**src/hw/rtl/assert_macros.svh**
```systemverilog
// ----------------------------------------------------------------------------
// Assertion macros
// Shared concurrent assertion helpers for the grid upsampler RTL.
// ----------------------------------------------------------------------------
`ifndef ASSERT_MACROS_SVH
`define ASSERT_MACROS_SVH

// Clocked property, disabled while reset is asserted (active low).
`define ASSERT_CLK(lbl, clk, rstn, prop, msg) \
  lbl: assert property (@(posedge clk) disable iff (!rstn) (prop)) else $error(msg);

// Condition that must never be true at a clock edge outside reset.
`define ASSERT_NEVER(lbl, clk, rstn, cond, msg) \
  `ASSERT_CLK(lbl, clk, rstn, !(cond), msg)

`endif

```
**src/hw/rtl/gsu_pkg.sv**
```systemverilog
// ----------------------------------------------------------------------------
// gsu_pkg
// Types and fixed constants of the grid linear upsampler.
// ----------------------------------------------------------------------------
package gsu_pkg;

  localparam int ROW_W       = 6;
  localparam int COL_W       = 6;
  localparam int HEIGHT_W    = 8;
  localparam int STATUS_W    = 2;
  localparam int CFG_W       = 4;
  localparam int COUNT_VALUES = 2 ** CFG_W;
  localparam int QUEUE_DEPTH = 2;

  localparam logic [CFG_W-1:0] COUNT_RESET = 4'd5;

  localparam logic CMD_LOAD = 1'b0;
  localparam logic CMD_READ = 1'b1;

  localparam logic [STATUS_W-1:0] STATUS_OK      = 2'd0;
  localparam logic [STATUS_W-1:0] STATUS_ADDR    = 2'd1;
  localparam logic [STATUS_W-1:0] STATUS_SPACING = 2'd2;

  typedef struct packed {
    logic                command;
    logic [ROW_W-1:0]    row;
    logic [COL_W-1:0]    col;
    logic [HEIGHT_W-1:0] height;
  } gsu_in_t;

  typedef struct packed {
    logic [HEIGHT_W-1:0] height_out;
    logic [STATUS_W-1:0] status;
  } gsu_out_t;

  // Work class decided by the front end
  typedef enum logic [1:0] {
    KIND_LOAD,
    KIND_READ,
    KIND_ERR_ADDR,
    KIND_ERR_SPACING
  } gsu_kind_e;

  typedef struct packed {
    gsu_kind_e           kind;
    logic [ROW_W-1:0]    row;
    logic [COL_W-1:0]    col;
    logic [HEIGHT_W-1:0] height;
  } gsu_job_t;

  typedef enum logic [3:0] {
    ST_IDLE,
    ST_DIV_ROW,
    ST_DIV_COL,
    ST_RD_A,
    ST_RD_B,
    ST_RD_C,
    ST_MUL,
    ST_DIV_START,
    ST_DIV_LERP,
    ST_VALUE,
    ST_FINISH
  } gsu_state_e;

  // Which segment is being interpolated
  typedef enum logic [1:0] {
    STAGE_TOP,
    STAGE_BOT,
    STAGE_VERT
  } gsu_stage_e;

  typedef struct packed {
    logic busy;
    logic done;
  } gsu_div_stat_t;

endpackage

```
**src/hw/rtl/gsu_ram.sv**
```systemverilog
// ----------------------------------------------------------------------------
// gsu_ram
// Generic single write, single read RAM with registered read data.
// ----------------------------------------------------------------------------
module gsu_ram #(
  parameter int WIDTH = 8,
  parameter int DEPTH = 81
) (
  input  logic                     clk_i,
  input  logic                     we_i,
  input  logic [$clog2(DEPTH)-1:0] waddr_i,
  input  logic [WIDTH-1:0]         wdata_i,
  input  logic [$clog2(DEPTH)-1:0] raddr_i,
  output logic [WIDTH-1:0]         rdata_o
);

  logic [WIDTH-1:0] mem_q [DEPTH];
  logic [WIDTH-1:0] rdata_q;

  always_ff @(posedge clk_i) begin
    if (we_i) begin
      mem_q[waddr_i] <= wdata_i;
    end
    rdata_q <= mem_q[raddr_i];
  end

  assign rdata_o = rdata_q;

endmodule

```
**src/hw/rtl/gsu_div.sv**
```systemverilog
// ----------------------------------------------------------------------------
// gsu_div
// Restoring divider, one quotient bit per cycle.
// ----------------------------------------------------------------------------
module gsu_div #(
  parameter int NUM_W = 15,
  parameter int DEN_W = 6
) (
  input  logic                   clk_i,
  input  logic                   rst_ni,
  input  logic                   start_i,
  input  logic [NUM_W-1:0]       num_i,
  input  logic [DEN_W-1:0]       den_i,
  output gsu_pkg::gsu_div_stat_t stat_o,
  output logic [NUM_W-1:0]       quot_o,
  output logic [DEN_W-1:0]       rem_o
);
  import gsu_pkg::*;

  localparam int CNT_W = $clog2(NUM_W + 1);

  logic             busy_q, done_q;
  logic [CNT_W-1:0] cnt_q;
  logic [NUM_W-1:0] quo_q, quo_d;
  logic [DEN_W-1:0] rem_q, rem_d, den_q;
  logic [DEN_W:0]   rem_sh;
  logic             ge;

  // shift in next dividend bit, subtract when it fits
  always_comb begin
    rem_sh = {rem_q, quo_q[NUM_W-1]};
    ge     = rem_sh >= {1'b0, den_q};
    rem_d  = ge ? DEN_W'(rem_sh - {1'b0, den_q}) : rem_sh[DEN_W-1:0];
    quo_d  = {quo_q[NUM_W-2:0], ge};
  end

  always_ff @(posedge clk_i or negedge rst_ni) begin
    if (!rst_ni) begin
      busy_q <= 1'b0;
      done_q <= 1'b0;
      cnt_q  <= '0;
    end else begin
      done_q <= 1'b0;
      if (start_i) begin
        busy_q <= 1'b1;
        cnt_q  <= CNT_W'(NUM_W);
      end else if (busy_q) begin
        cnt_q <= cnt_q - CNT_W'(1);
        if (cnt_q == CNT_W'(1)) begin
          busy_q <= 1'b0;
          done_q <= 1'b1;
        end
      end
    end
  end

  always_ff @(posedge clk_i) begin
    if (start_i) begin
      quo_q <= num_i;
      rem_q <= '0;
      den_q <= den_i;
    end else if (busy_q) begin
      quo_q <= quo_d;
      rem_q <= rem_d;
    end
  end

  assign stat_o = '{busy: busy_q, done: done_q};
  assign quot_o = quo_q;
  assign rem_o  = rem_q;

endmodule

```
**src/hw/rtl/gsu_queue.sv**
```systemverilog
// ----------------------------------------------------------------------------
// gsu_queue
// Short job queue between the front end and the sequencer.
// ----------------------------------------------------------------------------
`include "assert_macros.svh"

module gsu_queue (
  input  logic              clk_i,
  input  logic              rst_ni,
  input  logic              push_i,
  input  gsu_pkg::gsu_job_t job_i,
  output logic              full_o,
  input  logic              pop_i,
  output logic              valid_o,
  output gsu_pkg::gsu_job_t job_o
);
  import gsu_pkg::*;

  localparam int PTR_W = $clog2(QUEUE_DEPTH);
  localparam int CNT_W = $clog2(QUEUE_DEPTH + 1);

  gsu_job_t         mem_q [QUEUE_DEPTH];
  logic [PTR_W-1:0] wptr_q, rptr_q;
  logic [CNT_W-1:0] count_q;

  always_ff @(posedge clk_i or negedge rst_ni) begin
    if (!rst_ni) begin
      wptr_q  <= '0;
      rptr_q  <= '0;
      count_q <= '0;
    end else begin
      if (push_i) wptr_q <= wptr_q + PTR_W'(1);
      if (pop_i)  rptr_q <= rptr_q + PTR_W'(1);
      if (push_i && !pop_i) begin
        count_q <= count_q + CNT_W'(1);
      end else if (pop_i && !push_i) begin
        count_q <= count_q - CNT_W'(1);
      end
    end
  end

  always_ff @(posedge clk_i) begin
    if (push_i) mem_q[wptr_q] <= job_i;
  end

  assign full_o  = count_q == CNT_W'(QUEUE_DEPTH);
  assign valid_o = count_q != '0;
  assign job_o   = mem_q[rptr_q];

  `ASSERT_NEVER(a_pop_empty, clk_i, rst_ni, pop_i && (count_q == '0), "pop from empty queue")
  `ASSERT_NEVER(a_push_full, clk_i, rst_ni, push_i && full_o && !pop_i, "push into full queue")

endmodule

```
**src/hw/rtl/gsu_front.sv**
```systemverilog
// ----------------------------------------------------------------------------
// gsu_front
// Input transfer, count register and classification of each item.
// ----------------------------------------------------------------------------
module gsu_front #(
  parameter int GRID        = 40,
  parameter int CONTROL_MAX = 9
) (
  input  logic                            clk_i,
  input  logic                            rst_ni,
  input  logic                            in_valid_i,
  output logic                            in_ready_o,
  input  gsu_pkg::gsu_in_t                in_data_i,
  input  logic                            cfg_we_i,
  input  logic [gsu_pkg::CFG_W-1:0]       cfg_data_i,
  input  logic                            q_full_i,
  output logic                            push_o,
  output gsu_pkg::gsu_job_t               job_o,
  output logic [$clog2(GRID+1)-1:0]       span_o
);
  import gsu_pkg::*;

  localparam int SPAN_W = $clog2(GRID + 1);

  logic [CFG_W-1:0]  count_q;
  logic [SPAN_W-1:0] span_tab [COUNT_VALUES];
  logic              ok_tab   [COUNT_VALUES];
  logic              spacing_ok;

  // span and divisibility for every possible count, fixed at elaboration
  for (genvar k = 0; k < COUNT_VALUES; k++) begin : g_span
    localparam int DIVISOR = (k >= 2) ? (k - 1) : 1;
    localparam bit GOOD = (k >= 2) && (k <= CONTROL_MAX) && ((GRID % DIVISOR) == 0);
    assign span_tab[k] = GOOD ? SPAN_W'(GRID / DIVISOR) : '0;
    assign ok_tab[k]   = GOOD;
  end

  always_ff @(posedge clk_i or negedge rst_ni) begin
    if (!rst_ni) begin
      count_q <= COUNT_RESET;
    end else if (cfg_we_i) begin
      count_q <= cfg_data_i;
    end
  end

  assign span_o     = span_tab[count_q];
  assign spacing_ok = ok_tab[count_q];

  always_comb begin
    job_o.row    = in_data_i.row;
    job_o.col    = in_data_i.col;
    job_o.height = in_data_i.height;
    if (in_data_i.command == CMD_LOAD) begin
      if (int'(in_data_i.row) >= CONTROL_MAX || int'(in_data_i.col) >= CONTROL_MAX) begin
        job_o.kind = KIND_ERR_ADDR;
      end else begin
        job_o.kind = KIND_LOAD;
      end
    end else if (int'(in_data_i.row) > GRID || int'(in_data_i.col) > GRID) begin
      job_o.kind = KIND_ERR_ADDR;
    end else if (!spacing_ok) begin
      job_o.kind = KIND_ERR_SPACING;
    end else begin
      job_o.kind = KIND_READ;
    end
  end

  assign in_ready_o = !q_full_i;
  assign push_o     = in_valid_i && !q_full_i;

endmodule

```
**src/hw/rtl/gsu_back.sv**
```systemverilog
// ----------------------------------------------------------------------------
// gsu_back
// Sequencer: store writes, control point reads, lerp steps, result register.
// ----------------------------------------------------------------------------
`include "assert_macros.svh"

module gsu_back #(
  parameter int GRID        = 40,
  parameter int CONTROL_MAX = 9
) (
  input  logic                      clk_i,
  input  logic                      rst_ni,
  input  logic                      q_valid_i,
  input  gsu_pkg::gsu_job_t         q_job_i,
  output logic                      q_pop_o,
  input  logic [$clog2(GRID+1)-1:0] span_i,
  output logic                      out_valid_o,
  input  logic                      out_ready_i,
  output gsu_pkg::gsu_out_t         out_data_o
);
  import gsu_pkg::*;

  localparam int SPAN_W = $clog2(GRID + 1);
  localparam int DIV_W  = SPAN_W + HEIGHT_W + 1;
  localparam int PROD_W = SPAN_W + HEIGHT_W;
  localparam int CI_W   = $clog2(CONTROL_MAX);
  localparam int DEPTH  = CONTROL_MAX * CONTROL_MAX;
  localparam int ADDR_W = $clog2(DEPTH);

  gsu_state_e          state_q, state_d;
  gsu_stage_e          stage_q;
  logic [COL_W-1:0]    col_q;
  logic [CI_W-1:0]     cr_q, cc_q;
  logic [SPAN_W-1:0]   roff_q, coff_q;
  logic [HEIGHT_W-1:0] a_q, b_q, top_q, val_q;
  logic                falling_q;
  logic [DIV_W-1:0]    num_q;
  gsu_out_t            res_q, out_data_q;
  logic                out_valid_q;
  logic                out_load;

  logic                div_start;
  logic [DIV_W-1:0]    div_num, div_quot;
  logic [SPAN_W-1:0]   div_rem;
  gsu_div_stat_t       div_stat;

  logic                ram_we;
  logic [ADDR_W-1:0]   waddr, raddr;
  logic [HEIGHT_W-1:0] rdata;

  logic [SPAN_W-1:0]   lerp_i;
  logic [HEIGHT_W-1:0] diff, quot8;
  logic                falling;
  logic [PROD_W-1:0]   prod;
  logic [ADDR_W-1:0]   rd_row, rd_col;

  gsu_ram #(.WIDTH(HEIGHT_W), .DEPTH(DEPTH)) u_store (
    .clk_i   (clk_i),
    .we_i    (ram_we),
    .waddr_i (waddr),
    .wdata_i (q_job_i.height),
    .raddr_i (raddr),
    .rdata_o (rdata)
  );

  gsu_div #(.NUM_W(DIV_W), .DEN_W(SPAN_W)) u_div (
    .clk_i   (clk_i),
    .rst_ni  (rst_ni),
    .start_i (div_start),
    .num_i   (div_num),
    .den_i   (span_i),
    .stat_o  (div_stat),
    .quot_o  (div_quot),
    .rem_o   (div_rem)
  );

  assign out_load = (state_q == ST_FINISH) && (!out_valid_q || out_ready_i);

  // store addresses
  always_comb begin
    waddr  = ADDR_W'(q_job_i.row[CI_W-1:0]) * ADDR_W'(CONTROL_MAX)
           + ADDR_W'(q_job_i.col[CI_W-1:0]);
    rd_row = ADDR_W'(cr_q) + ((stage_q == STAGE_BOT) ? ADDR_W'(1) : ADDR_W'(0));
    rd_col = ADDR_W'(cc_q)
           + (((state_q == ST_RD_B) && (coff_q != '0)) ? ADDR_W'(1) : ADDR_W'(0));
    raddr  = rd_row * ADDR_W'(CONTROL_MAX) + rd_col;
  end

  // lerp operands: multiply here, register, then divide
  always_comb begin
    lerp_i  = (stage_q == STAGE_VERT) ? roff_q : coff_q;
    falling = a_q > b_q;
    diff    = falling ? (a_q - b_q) : (b_q - a_q);
    prod    = PROD_W'(lerp_i) * PROD_W'(diff);
    quot8   = div_quot[HEIGHT_W-1:0];
  end

  always_ff @(posedge clk_i or negedge rst_ni) begin
    if (!rst_ni) begin
      state_q <= ST_IDLE;
    end else begin
      state_q <= state_d;
    end
  end

  always_comb begin
    state_d   = state_q;
    q_pop_o   = 1'b0;
    ram_we    = 1'b0;
    div_start = 1'b0;
    div_num   = num_q;
    unique case (state_q)
      ST_IDLE: begin
        if (q_valid_i) begin
          q_pop_o = 1'b1;
          ram_we  = q_job_i.kind == KIND_LOAD;
          if (q_job_i.kind == KIND_READ) begin
            div_start = 1'b1;
            div_num   = DIV_W'(q_job_i.row);
            state_d   = ST_DIV_ROW;
          end else begin
            state_d = ST_FINISH;
          end
        end
      end
      ST_DIV_ROW: begin
        if (div_stat.done) begin
          div_start = 1'b1;
          div_num   = DIV_W'(col_q);
          state_d   = ST_DIV_COL;
        end
      end
      ST_DIV_COL: begin
        if (div_stat.done) state_d = ST_RD_A;
      end
      ST_RD_A:      state_d = ST_RD_B;
      ST_RD_B:      state_d = (coff_q == '0) ? ST_VALUE : ST_RD_C;
      ST_RD_C:      state_d = ST_MUL;
      ST_MUL:       state_d = ST_DIV_START;
      ST_DIV_START: begin
        div_start = 1'b1;
        state_d   = ST_DIV_LERP;
      end
      ST_DIV_LERP: begin
        if (div_stat.done) state_d = ST_VALUE;
      end
      ST_VALUE: begin
        unique case (stage_q)
          STAGE_TOP: state_d = (roff_q == '0) ? ST_FINISH : ST_RD_A;
          STAGE_BOT: state_d = ST_MUL;
          default:   state_d = ST_FINISH;
        endcase
      end
      ST_FINISH: begin
        if (out_load) state_d = ST_IDLE;
      end
      default: state_d = ST_IDLE;
    endcase
  end

  // datapath
  always_ff @(posedge clk_i) begin
    case (state_q)
      ST_IDLE: begin
        col_q <= q_job_i.col;
        case (q_job_i.kind)
          KIND_ERR_ADDR:    res_q <= '{height_out: '0, status: STATUS_ADDR};
          KIND_ERR_SPACING: res_q <= '{height_out: '0, status: STATUS_SPACING};
          default:          res_q <= '{height_out: '0, status: STATUS_OK};
        endcase
      end
      ST_DIV_ROW: begin
        if (div_stat.done) begin
          cr_q   <= div_quot[CI_W-1:0];
          roff_q <= div_rem;
        end
      end
      ST_DIV_COL: begin
        if (div_stat.done) begin
          cc_q    <= div_quot[CI_W-1:0];
          coff_q  <= div_rem;
          stage_q <= STAGE_TOP;
        end
      end
      ST_RD_B: begin
        a_q   <= rdata;
        val_q <= rdata;
      end
      ST_RD_C: b_q <= rdata;
      ST_MUL: begin
        falling_q <= falling;
        num_q     <= DIV_W'(prod) + (falling ? DIV_W'(span_i - SPAN_W'(1)) : '0);
      end
      ST_DIV_LERP: begin
        if (div_stat.done) val_q <= falling_q ? (a_q - quot8) : (a_q + quot8);
      end
      ST_VALUE: begin
        case (stage_q)
          STAGE_TOP: begin
            top_q <= val_q;
            if (roff_q == '0) begin
              res_q <= '{height_out: val_q, status: STATUS_OK};
            end else begin
              stage_q <= STAGE_BOT;
            end
          end
          STAGE_BOT: begin
            a_q     <= top_q;
            b_q     <= val_q;
            stage_q <= STAGE_VERT;
          end
          default: res_q <= '{height_out: val_q, status: STATUS_OK};
        endcase
      end
      default: ;
    endcase
  end

  // result register
  always_ff @(posedge clk_i or negedge rst_ni) begin
    if (!rst_ni) begin
      out_valid_q <= 1'b0;
    end else if (out_load) begin
      out_valid_q <= 1'b1;
    end else if (out_ready_i) begin
      out_valid_q <= 1'b0;
    end
  end

  always_ff @(posedge clk_i) begin
    if (out_load) out_data_q <= res_q;
  end

  assign out_valid_o = out_valid_q;
  assign out_data_o  = out_data_q;

  `ASSERT_NEVER(a_div_restart, clk_i, rst_ni, div_start && div_stat.busy, "divider restarted while busy")
  `ASSERT_CLK(a_err_zero, clk_i, rst_ni, (out_valid_q && (out_data_q.status != STATUS_OK)) |-> (out_data_q.height_out == '0), "error result with nonzero height")
  `ASSERT_CLK(a_load_in_range, clk_i, rst_ni, ram_we |-> ((int'(q_job_i.row) < CONTROL_MAX) && (int'(q_job_i.col) < CONTROL_MAX)), "store write outside control grid")

endmodule

```
**src/hw/rtl/grid_linear_upsampler.sv**
```systemverilog
// ----------------------------------------------------------------------------
// grid_linear_upsampler
// Control height store with bilinear-style reads of a fine grid.
// ----------------------------------------------------------------------------
// Usage:
//   Input channel (in_valid_i / in_ready_o / in_data_i): command 0 loads a
//   control height at (row, col) of the coarse grid, command 1 reads fine
//   point (row, col) of the (GRID+1) x (GRID+1) grid. Every transfer returns
//   exactly one result on the output channel (out_valid_o / out_ready_i /
//   out_data_o), in order: height_out and status (ok, bad address, spacing).
//   cfg_we_i writes control_count from cfg_data_i; write it only while idle.
// Divider (clog2(GRID+1) + 9 bits wide, 15 at GRID = 40):
//   a load or a flagged item skips it and goes straight to the result;
//   a read runs two divisions for the row and column split and up to
//   three lerp steps (store reads, multiply, divide), one after another
//   on the one shared bit-serial divider.
// Stall: a two-entry job queue keeps taking items until it is full, while the
//   sequencer works and while a finished result waits in the output register.
// Reset: control_count returns to 5, queue and output are emptied; the
//   control store keeps no reset and must be loaded before it is read.
// ----------------------------------------------------------------------------
module grid_linear_upsampler #(
  parameter int GRID        = 40,
  parameter int CONTROL_MAX = 9
) (
  input  logic                      clk_i,
  input  logic                      rst_ni,
  input  logic                      in_valid_i,
  output logic                      in_ready_o,
  input  gsu_pkg::gsu_in_t          in_data_i,
  output logic                      out_valid_o,
  input  logic                      out_ready_i,
  output gsu_pkg::gsu_out_t         out_data_o,
  input  logic                      cfg_we_i,
  input  logic [gsu_pkg::CFG_W-1:0] cfg_data_i
);
  import gsu_pkg::*;

  localparam int SPAN_W = $clog2(GRID + 1);

  // front to queue
  logic              push;
  gsu_job_t          push_job;
  logic              q_full;
  // queue to sequencer
  logic              q_valid;
  logic              q_pop;
  gsu_job_t          q_job;
  // current control spacing in fine cells
  logic [SPAN_W-1:0] span;

  gsu_front #(.GRID(GRID), .CONTROL_MAX(CONTROL_MAX)) u_front (
    .clk_i      (clk_i),
    .rst_ni     (rst_ni),
    .in_valid_i (in_valid_i),
    .in_ready_o (in_ready_o),
    .in_data_i  (in_data_i),
    .cfg_we_i   (cfg_we_i),
    .cfg_data_i (cfg_data_i),
    .q_full_i   (q_full),
    .push_o     (push),
    .job_o      (push_job),
    .span_o     (span)
  );

  gsu_queue u_queue (
    .clk_i   (clk_i),
    .rst_ni  (rst_ni),
    .push_i  (push),
    .job_i   (push_job),
    .full_o  (q_full),
    .pop_i   (q_pop),
    .valid_o (q_valid),
    .job_o   (q_job)
  );

  // sequencer owns the control store, the divider and the output register
  gsu_back #(.GRID(GRID), .CONTROL_MAX(CONTROL_MAX)) u_back (
    .clk_i       (clk_i),
    .rst_ni      (rst_ni),
    .q_valid_i   (q_valid),
    .q_job_i     (q_job),
    .q_pop_o     (q_pop),
    .span_i      (span),
    .out_valid_o (out_valid_o),
    .out_ready_i (out_ready_i),
    .out_data_o  (out_data_o)
  );

endmodule

```
**config.mk**
```make
export PLATFORM = sky130hd
export DESIGN_NAME = grid_linear_upsampler
export DESIGN_NICKNAME = d
export VERILOG_FILES = /design/src/hw/rtl/gsu_pkg.sv /design/src/hw/rtl/gsu_ram.sv /design/src/hw/rtl/gsu_div.sv /design/src/hw/rtl/gsu_queue.sv /design/src/hw/rtl/gsu_front.sv /design/src/hw/rtl/gsu_back.sv /design/src/hw/rtl/grid_linear_upsampler.sv
export VERILOG_INCLUDE_DIRS = /design/src /design/src/hw/rtl
export SDC_FILE = /design/constraint.sdc
export NUM_CORES = 1
export LEC_CHECK = 0
export BUFFER_PORTS_ARGS = -buffer_cell sky130_fd_sc_hd__buf_2
export CORE_ASPECT_RATIO = 0.8
export CORE_UTILIZATION = 41
export CTS_CLUSTER_DIAMETER = 40
export DETAILED_ROUTE_END_ITERATION = 10
export REMOVE_ABC_BUFFERS = 1
export SLEW_MARGIN = 25
export SYNTH_ARGS = -nofsm -noshare
export SYNTH_HDL_FRONTEND = slang
export SYNTH_SLANG_ARGS = --single-unit
```
**constraint.sdc**
```tcl
create_clock -name clk_i -period 9.8 [get_ports clk_i]
set_input_delay 0.49 -clock clk_i [delete_from_list [all_inputs] [get_ports clk_i]]
set_output_delay 0.49 -clock clk_i [all_outputs]
set_load 0.01 [all_outputs]
```
After elaboration in Yosys (flattened, before gate mapping):

Memories as Yosys holds them, arrays and structs flattened. A register that Yosys moved wholly into a read port is not among the register bits.
Index checks and enable logic that the tools add are counted.

* multiply operators: 3
* equal/unequal tests: 27
* mux-type cells: 69
* bitwise logic cells: 1
* shift-type cells: 0
* add/subtract/negate cells: 16
* div/mod/pow operators: 0
* reduce and logical (&&, ||, !) cells: 36
* order comparisons: 7

Operators with widths (number)
* 15-bit 2-to-1 mux: 6
* 8-bit one-hot mux with 2 select lines: 3
* 4-bit one-hot mux with 11 select lines: 1
* 4-bit 2-to-1 mux: 10
* 8-bit 2-to-1 mux: 5
* 10-bit one-hot mux with 2 select lines: 2
* 15-bit one-hot mux with 2 select lines: 1
* 6-bit 2-to-1 mux: 4
* 8-bit subtractor: 3
* 1-bit 2-to-1 mux: 23
* 2-bit nonzero test: 9
* 4-bit by 3-bit equality test with 1-bit output, second input constant: 4
* 2-bit 2-to-1 mux: 8
* 14-bit by 15-bit adder with 15-bit output: 1
* 4-bit by 7-bit adder with 7-bit output: 2
* 6-bit by 8-bit multiplier with 14-bit output: 1
* 4-bit equality test, second input constant: 3
* 6-bit by 4-bit greater-or-equal comparator with 1-bit output, second input constant: 2
* 6-bit > comparator, second input constant: 2
* 6-bit zero test: 2
* 2-bit one-hot mux with 2 select lines: 3
* 2-bit AND reduction: 6
* 10-bit 2-to-1 mux: 1
* 2-bit != test, second input constant: 5
* 34 further kinds: 52

* bits in latches: 0
* word-level logic and storage cells: 191
* memories: 4
* RAM bits: 692
* memory bits (read-only): 112
* bits in registers: 142

Memory list
* u_back.u_store.mem_q: words 81, width 8, rd ports 1, clocked after Yosys merged registers in 1, wr ports 1, RTL line gsu_ram.sv:17 `logic [WIDTH-1:0] mem_q [DEPTH];`
* (no name shown): words 16, width 6, rd ports 1, clocked after Yosys merged registers in 0, wr ports 0, RTL line gsu_front.sv:46 `assign span_o = span_tab[count_q];`
* u_queue.mem_q: words 2, width 22, rd ports 1, clocked after Yosys merged registers in 0, wr ports 1, RTL line gsu_queue.sv:22 `gsu_job_t mem_q [QUEUE_DEPTH];`
* (no name shown): words 16, width 1, rd ports 1, clocked after Yosys merged registers in 0, wr ports 0, RTL line gsu_front.sv:47 `assign spacing_ok = ok_tab[count_q];`

Depth between registers and ports, before layout:

Gate-level depths: netlist of run 1.

* word-level depth: 7
* mapped depth: 28
* mapped depth without buffers: 28

Modules after synthesis:

A second synthesis of run 1 with hierarchy kept.

* cells, all modules: 2307
* area, all modules: 37912.6 um^2

Modules (own cells, without submodules)
* gsu_ram: cells an instance 1197, instances 1, area each 25455.7 um^2, seq. area each 19618.8 um^2
* gsu_back: cells an instance 825, instances 1, area each 8468.1 um^2, seq. area each 3007.9 um^2
* gsu_queue: cells an instance 84, instances 1, area each 1780.5 um^2, seq. area each 1421.4 um^2
* gsu_div: cells an instance 140, instances 1, area each 1702.9 um^2, seq. area each 900.9 um^2
* gsu_front: cells an instance 61, instances 1, area each 505.5 um^2, seq. area each 102.6 um^2

Least setup slack after synthesis of run 1:

Ideal clock, no wire load.

* path type: register -> register
* from: register u_back.a_q[0]
* to: register u_back.num_q[14], data pin
* arrival time: 6.005 ns
* buffers on the path: 1
* data required time: 9.541 ns
* slack: 3.535 ns
* setup time: 0.259 ns
* stages on the path, launching flop included: 26
* cell sequence: edfxtp_1 -> inv_1 -> ha_1 -> inv_1 -> fa_1 -> a211oi_1 -> o21ai_1 -> nand2_1 -> o21a_1 -> buf_2 -> mux2i_1 -> xor2_1 -> nor2_1 -> fa_1 -> fa_1 -> fa_1 -> inv_1 -> fa_1 -> inv_1 -> ha_1 -> a2111oi_0 -> o21ai_0 -> a41oi_1 -> o21ai_0 -> a21oi_1 -> xnor2_1

* cells in the longest elaborated chain, start to end: 4
* elaborated cells on any way between the ends: 7
* classes of those cells: add/sub (3); mul (1); order compare (1); mux (2)

RTL lines
* from (decl): RTL line gsu_back.sv:35 `logic [HEIGHT_W-1:0] a_q, b_q, top_q, val_q;`
* from (signal assigned): RTL line gsu_back.sv:186 `a_q <= rdata;`
* from (signal assigned): RTL line gsu_back.sv:208 `a_q <= top_q;`
* 8-bit subtractor or 8-bit > comparator (tied branches): RTL line gsu_back.sv:93, gsu_back.sv:92
* 8-bit 2-to-1 mux: RTL line gsu_back.sv:93 `diff = falling ? (a_q - b_q) : (b_q - a_q);`
* 6-bit by 8-bit multiplier with 14-bit output: RTL line gsu_back.sv:94 `prod = PROD_W'(lerp_i) * PROD_W'(diff);`
* 14-bit by 15-bit adder with 15-bit output *: RTL line gsu_back.sv:192 `num_q <= DIV_W'(prod) + (falling ? DIV_W'(span_i - SPAN_W'(1)) : '0);`
* to (signal assigned): RTL line gsu_back.sv:192
* to (decl): RTL line gsu_back.sv:37 `logic [DIV_W-1:0] num_q;`

Mark *: on every way between the ends. The rest lies on a longest branch, timed or not.
A chain may end at the register's enable or synchronous reset.

Final worst setup path of run 1:

* from: register u_back.a_q[0]
* to: register u_back.num_q[14], data pin

* cells in the longest elaborated chain, start to end: 4
* elaborated cells on any way between the ends: 7
* classes of those cells: add/sub (3); mul (1); order compare (1); mux (2)

RTL lines
* 8-bit > comparator *: RTL line gsu_back.sv:92 `falling = a_q > b_q;`
* named net u_back.falling: RTL line gsu_back.sv:53 `logic falling;`
* 8-bit 2-to-1 mux: RTL line gsu_back.sv:93
* 6-bit by 8-bit multiplier with 14-bit output: RTL line gsu_back.sv:94
* 14-bit by 15-bit adder with 15-bit output *: RTL line gsu_back.sv:192

Mark *: on every way through the listed nets, which the timed path passes. The rest lies on a longest branch.

==> impl_metrics.ini, run 1 <==
[worst_hold_path]
min_to = u_queue.mem_q[0][13]
holdCritStartpoint = in_data_i[13]
hold_class = in -> reg
hold_path_depth = 1

[run]
max_cap_violations = 0

[clock_tree]
cts_inserted_buffers = 102
cts.clk_slew.worst_paths_ps = 60
cts_resized = 0
insertion_delay_ps = 690
clock-sinks = 842
htreeDepth = 3
cts_max_path_buffers = 3
root_buffer = clkbuf_16
cts_tree = yes
post_cts_buffers = 0
cts_hold_buf = 18

[drt]
drt_wl_total_um = 81740
firstDrtPassIters = 7
drc = 0
vias = 19640
dr.first_iter.drc_count = 1893
vias_per_cell = 5.514
avgRoutedWirePerCell_um = 22.95
final_antenna_net_count = 0

[floorplanning]
die_h_um = 268.7
fp.dieW_um = 335.4
ios = 42
start_util_pct = 41.55
std_cell_rows = 97
core_um2 = 87750
die_area_um2 = 90130

[timing]
relSlewSlack_pct = 32.68
hold_ws_ps = 40.73
rsz0062_at_grt = false
tightest_slew_ps = 1010
skew_ps = 68.90
fmax_mhz = 136.6
slew_violations = 0
finalCriticalPeriod_ps = 7318
setup_violations = 0
setup_tns_ps = 0
min_period_over_period_pct = 74.68
finalHoldViolations = 0

[synth]
synthSimpleGateAreaFrac_pct = 5.360
synth.area.top_cells = edfxtp_1 67%, mux4_2 10%, ha_1 3.1%
ys.flop_type = edfxtp_1
synth_edf_count = 809
yosysUniqueCellTypes = 70
avgSynthCellArea_um2 = 16.97
async_flop_share_pct = 2.257
synth_xor_xnor_area_share_pct = 1.345
synth_mux_area_share_pct = 11.88
synth_fa_ha_area_share_pct = 5.484
syn_area_um2 = 36460
synth_top_area_cell = edfxtp_1
yosys_warnings = 0
ys_seq_area_share_pct = 68.71
synth_top_area_share_pct = 66.63
synth_compound_area_share_pct = 4.808
syn_inst = 2149
synth_top_family_by_area = multiplexers
ys_ff_latch = 842

[global_routing]
antenna_found_initial = 0
grt_pass1_wl_um = 124000
grt_max_degree = 111
grt_use_total_pct = 18.36
grt_pass1_vias = 19570
gr-total-overflow = 0

[worst_setup_path]
crit_arrival_ps = 7720
r2r-start = u_back.a_q[0]
crit_required_ps = 10200
reg2reg_depth = 25
worst-setup-path-type = reg -> reg
worstSetupStartpointType = flop
r2r_slack_ps = 2480
path_max_fanout = 11
end_kind = flop
r2r-end = u_back.num_q[14]

[layout]
drive_above_1_share_pct = 20.27
syn2layout_area_growth_pct = 15.24
layout.nets = 2451
final_common_cell = edfxtp_1
diodes = 0
final_cell_mix = 809 x edfxtp_1, 169 x mux4_2, 131 x nor2_1

[place]
port-buffer-count = 41
globalplace.congestion = 0.8505
place_hpwl_um = 52400

[run_status]
outcome = finished clean

[pwr]
leakage_nw = 14.44
ir_drop_v = 0.0003907
p_per_area_nw_per_um2 = 324.5
metrics by stage:
stage | setup WS [ps] | utilization [%] | total power (W) | cell area (µm²) | instances
4_1_cts | 2533 | 47.87 | 0.01374 | 42010 | 3561
3_3_place_gp | 2719 | 43.54 | 0.009679 | 38210 | 3353
5_1_grt | 1936 | 47.88 | 0.01442 | 42020 | 3561
6_report | 2482 | 47.88 | 0.01363 | 42020 | 3561
3_5_place_dp | 2572 | 43.62 | 0.009817 | 38270 | 3353
2_1_floorplan | 714.4 | - | 0.008346 | 36030 | 2068
worst max-delay path by stage:
stage | start | endpoint | cells past startpoint | slack, ps
after floorplan | u_back.coff_q[3] | u_back.u_store.rdata_o[7] | 10 | 710
after detailed placement | u_back.a_q[0] | u_back.num_q[14] | 25 | 2570
after global placement | u_back.a_q[0] | u_back.num_q[14] | 25 | 2720
final | u_back.a_q[0] | u_back.num_q[14] | 25 | 2480
after CTS | u_back.a_q[0] | u_back.num_q[14] | 25 | 2530
after global routing | u_back.a_q[0] | u_back.num_q[14] | 25 | 1940
cell usage after synthesis (24+ instances only):
master and instances:
mux4_2 169, xnor2_1 41, nand2_1 115, a21oi_1 74, mux2i_1 25, fa_1 43, ha_1 91, o22ai_1 25
nand2b_1 26, nor2_1 134, nand3_1 24, nor3_1 56, edfxtp_1 809, clkbuf_1 36, inv_1 120, o21ai_0 41
final cells by class:
class / instances / area, µm²
fillers: 7288 / 45730
flip-flops and latches: 842 / 25050
multi-input cells: 1105 / 10640
clock buffers: 118 / 2634
well taps: 1188 / 1486
clock inverters: 72 / 923.4
repair buffers: 115 / 830.8
inverters: 121 / 454.2
state kept, by name (all words and copies together) (netlist names), 6 cells and up:
| name | count |
|---|---|
| u_queue.mem_q | 44 |
| u_back.coff_q | 6 |
| u_back.u_store.rdata_o | 8 |
| u_back.col_q | 6 |
| u_back.u_div.quot_o | 15 |
| u_back.roff_q | 6 |
| u_back.a_q | 8 |
| u_back.u_store.mem_q | 648 |
| u_back.out_data_o | 10 |
| u_back.u_div.den_q | 6 |
| u_back.val_q | 8 |
| u_back.b_q | 8 |
| u_back.res_q | 10 |
| u_back.top_q | 8 |
| u_back.u_div.rem_o | 6 |
| u_back.num_q | 15 |
kinds of logic (layout without fill, tap and decap cells):
logic type	count (synthesis)	after routing
compound gates	275	275
xor+xnor	56	56
fa+ha+maj	134	134
buf+inv	202	426
flops	842	842
mux	217	217
simple gates	423	423
metal layers:
layer / vias to the layer above / track usage, % / wire [µm]
met3: 126 / 3.258 / 5558
met5: - / 0 / 0
li1: 8680 / - / -
met1: 10150 / 26.94 / 36670
met2: 682 / 28.28 / 37740
met4: 0 / 4.924 / 1770
power breakdown:
part           internal (W)  switching (W)  leakage, nW
Clock               0.00233        0.00154         1.71
Sequential          0.00471       0.000195         7.65
Combinational       0.00178        0.00307         5.07
worst max-delay path: stages (launching register included):
cell       delay (ps)
edfxtp_1          390
inv_1             110
ha_1              150
inv_1              60
fa_1              420
a211oi_1          340
o21ai_1           150
nand2_1            90
o21a_1            500
inv_1             220
a211o_1           340
a21o_1            240
a21oi_1           220
fa_1              470
fa_1              470
fa_1              540
inv_1              60
fa_1              500
inv_1              50
ha_1              330
a2111oi_0         370
o21ai_0           200
a41oi_1           410
o21ai_0           150
a21oi_1           190
xnor2_1            80
Power figures use the tool's default switching activity.
==> inputs of run 2 (changes only) <==
==> constraint.sdc (replaced) <==
create_clock -name clk_i -period 7.4 [get_ports clk_i]
set_input_delay 0.37 -clock clk_i [delete_from_list [all_inputs] [get_ports clk_i]]
set_output_delay 0.37 -clock clk_i [all_outputs]
set_load 0.01 [all_outputs]
==> impl_metrics.ini, run 2 (same netlist as run 1, synthesis figures left out) <==
[floorplanning]
die_h_um = 268.7
start_util_pct = 41.55
ios = 42
die_area_um2 = 90130
core_um2 = 87750
std_cell_rows = 97
fp.dieW_um = 335.4

[layout]
fill_cells = 7285
largest_register_ffs = 648
syn2layout_area_growth_pct = 15.37
top_regs = u_back.u_store.mem_q x648, u_queue.mem_q x44
final_common_cell = edfxtp_1
fin_area_um2 = 42070
final_cell_mix = 809 x edfxtp_1, 169 x mux4_2, 132 x nor2_1
regMostFlops = u_back.u_store.mem_q
layout.nets = 2477
drive_above_1_share_pct = 20.40

[pwr]
power_w = 0.01784
p_per_area_nw_per_um2 = 424.2
ir_drop_v = 0.0004064
leakage_nw = 14.49

[global_routing]
antenna_found_initial = 1
grt_pass1_vias = 19840
grt_pass1_wl_um = 124800
grt_max_degree = 82
grt_use_total_pct = 18.49
gr-total-overflow = 0

[timing]
slew_violations = 0
rsz0062_at_grt = false
tightest_slew_ps = 943.0
finalHoldViolations = 0
min_period_over_period_pct = 92.89
skew_ps = 45.09
setup_violations = 0
fmax_mhz = 145.5
finalCriticalPeriod_ps = 6874
relSlewSlack_pct = 36.90

[place]
place_hpwl_um = 52960
dpl_cell_area_um2 = 38340
port-buffer-count = 41
globalplace.congestion = 0.8763

[worst_setup_path]
r2r_slack_ps = 530
r2r-start = u_back.a_q[0]
critical_path.top_delay_family = adder cells
max_stage_delay_ps = 580
end_kind = flop
cp.buffers_inverters = 5
reg2reg_depth = 25
worst-setup-path-type = reg -> reg
crit_arrival_ps = 7280
r2r-end = u_back.num_q[14]
path_max_fanout = 6
crit_required_ps = 7810
crit_path_top_delay_cell = fa_1
worstSetupStartpointType = flop
crit_top_cell = fa_1

[drt]
avgRoutedWirePerCell_um = 22.83
drc = 0
firstDrtPassIters = 5
final_antenna_net_count = 0
dr.first_iter.drc_count = 1761
drt_wl_total_um = 81880
vias = 19760
vias_per_cell = 5.510

[clock_tree]
htreeDepth = 3
root_buffer = clkbuf_16
insertion_delay_ps = 680
clock-sinks = 842
cts_inserted_buffers = 100
cts.clk_slew.worst_paths_ps = 60
cts_max_path_buffers = 3
cts_tree = yes

[worst_hold_path]
hold_class = in -> reg
hold_path_depth = 2
min_to = u_front.count_q[3]
holdCritStartpoint = cfg_we_i

[run_status]
outcome = finished clean

[run]
max_cap_violations = 0
==> run 2: per-layer routing <==
metal  vias to the layer above  GRT usage (%)  wire, µm
met2                       670          27.97     37490
met1                     10250          27.77     37520
met4                         0          4.307      1579
li1                       8715              -         -
met3                       121          3.387      5299
met5                         -              0         0
==> run 2: layout make-up <==
cell class | count | area, µm² | area share [%]
Timing Repair Buffer | 143 | 1081 | 2.570
Clock inverter | 68 | 784.5 | 1.865
Tap cell | 1188 | 1486 | 3.534
Antenna cell | 1 | 2.502 | 0.005949
Inverter | 121 | 454.2 | 1.080
Clock buffer | 118 | 2601 | 6.184
Multi-Input combinational cell | 1105 | 10610 | 25.21
Sequential cell | 842 | 25050 | 59.55
==> run 2: worst max-delay path by stage <==
stage	from	endpoint	cells after the start	slack (ps)
2_1_floorplan	u_back.coff_q[3]	u_back.u_store.rdata_o[7]	10	-1690
3_3_place_gp	u_back.a_q[0]	u_back.num_q[14]	25	520
3_5_place_dp	u_back.a_q[0]	u_back.num_q[14]	25	280
4_1_cts	u_back.a_q[0]	u_back.num_q[14]	25	210
5_1_grt	u_back.a_q[0]	u_back.num_q[14]	25	10
6_report	u_back.a_q[0]	u_back.num_q[14]	25	530
==> run 2: power breakdown <==
group	leakage [nW]	switching, W	internal (W)
clock	1.63	0.00203	0.00288
sequential	7.65	0.000258	0.00623
combinational	5.21	0.00406	0.00239
total	14.5	0.00634	0.0115
==> run 2: through the flow <==
step / setup WS (ps) / setup TNS (ps) / hold slack [ps] / utilization (%) / std cells
6_report: 526.2 / 0 / 37.63 / 47.94 / 3586
5_1_grt: 9.871 / 0 / 22.25 / 47.94 / 3585
4_1_cts: 209.9 / 0 / 3.364 / 47.88 / 3583
3_5_place_dp: 277.0 / 0 / 358.5 / 43.69 / 3368
3_3_place_gp: 517.1 / 0 / 355.9 / 43.69 / 3368
2_1_floorplan: -1686 / -13180 / 74.41 / - / 2068
==> run 2: what timing repair did <==
| item | in CTS | in global routing |
|---|---|---|
| buffers inserted | 0 | 2 |
| setup endpoints to repair | 0 | 3 |
| hold buffers | 29 | 0 |
| resized for setup | 0 | 5 |
| hold endpoints to repair | 61 | 0 |
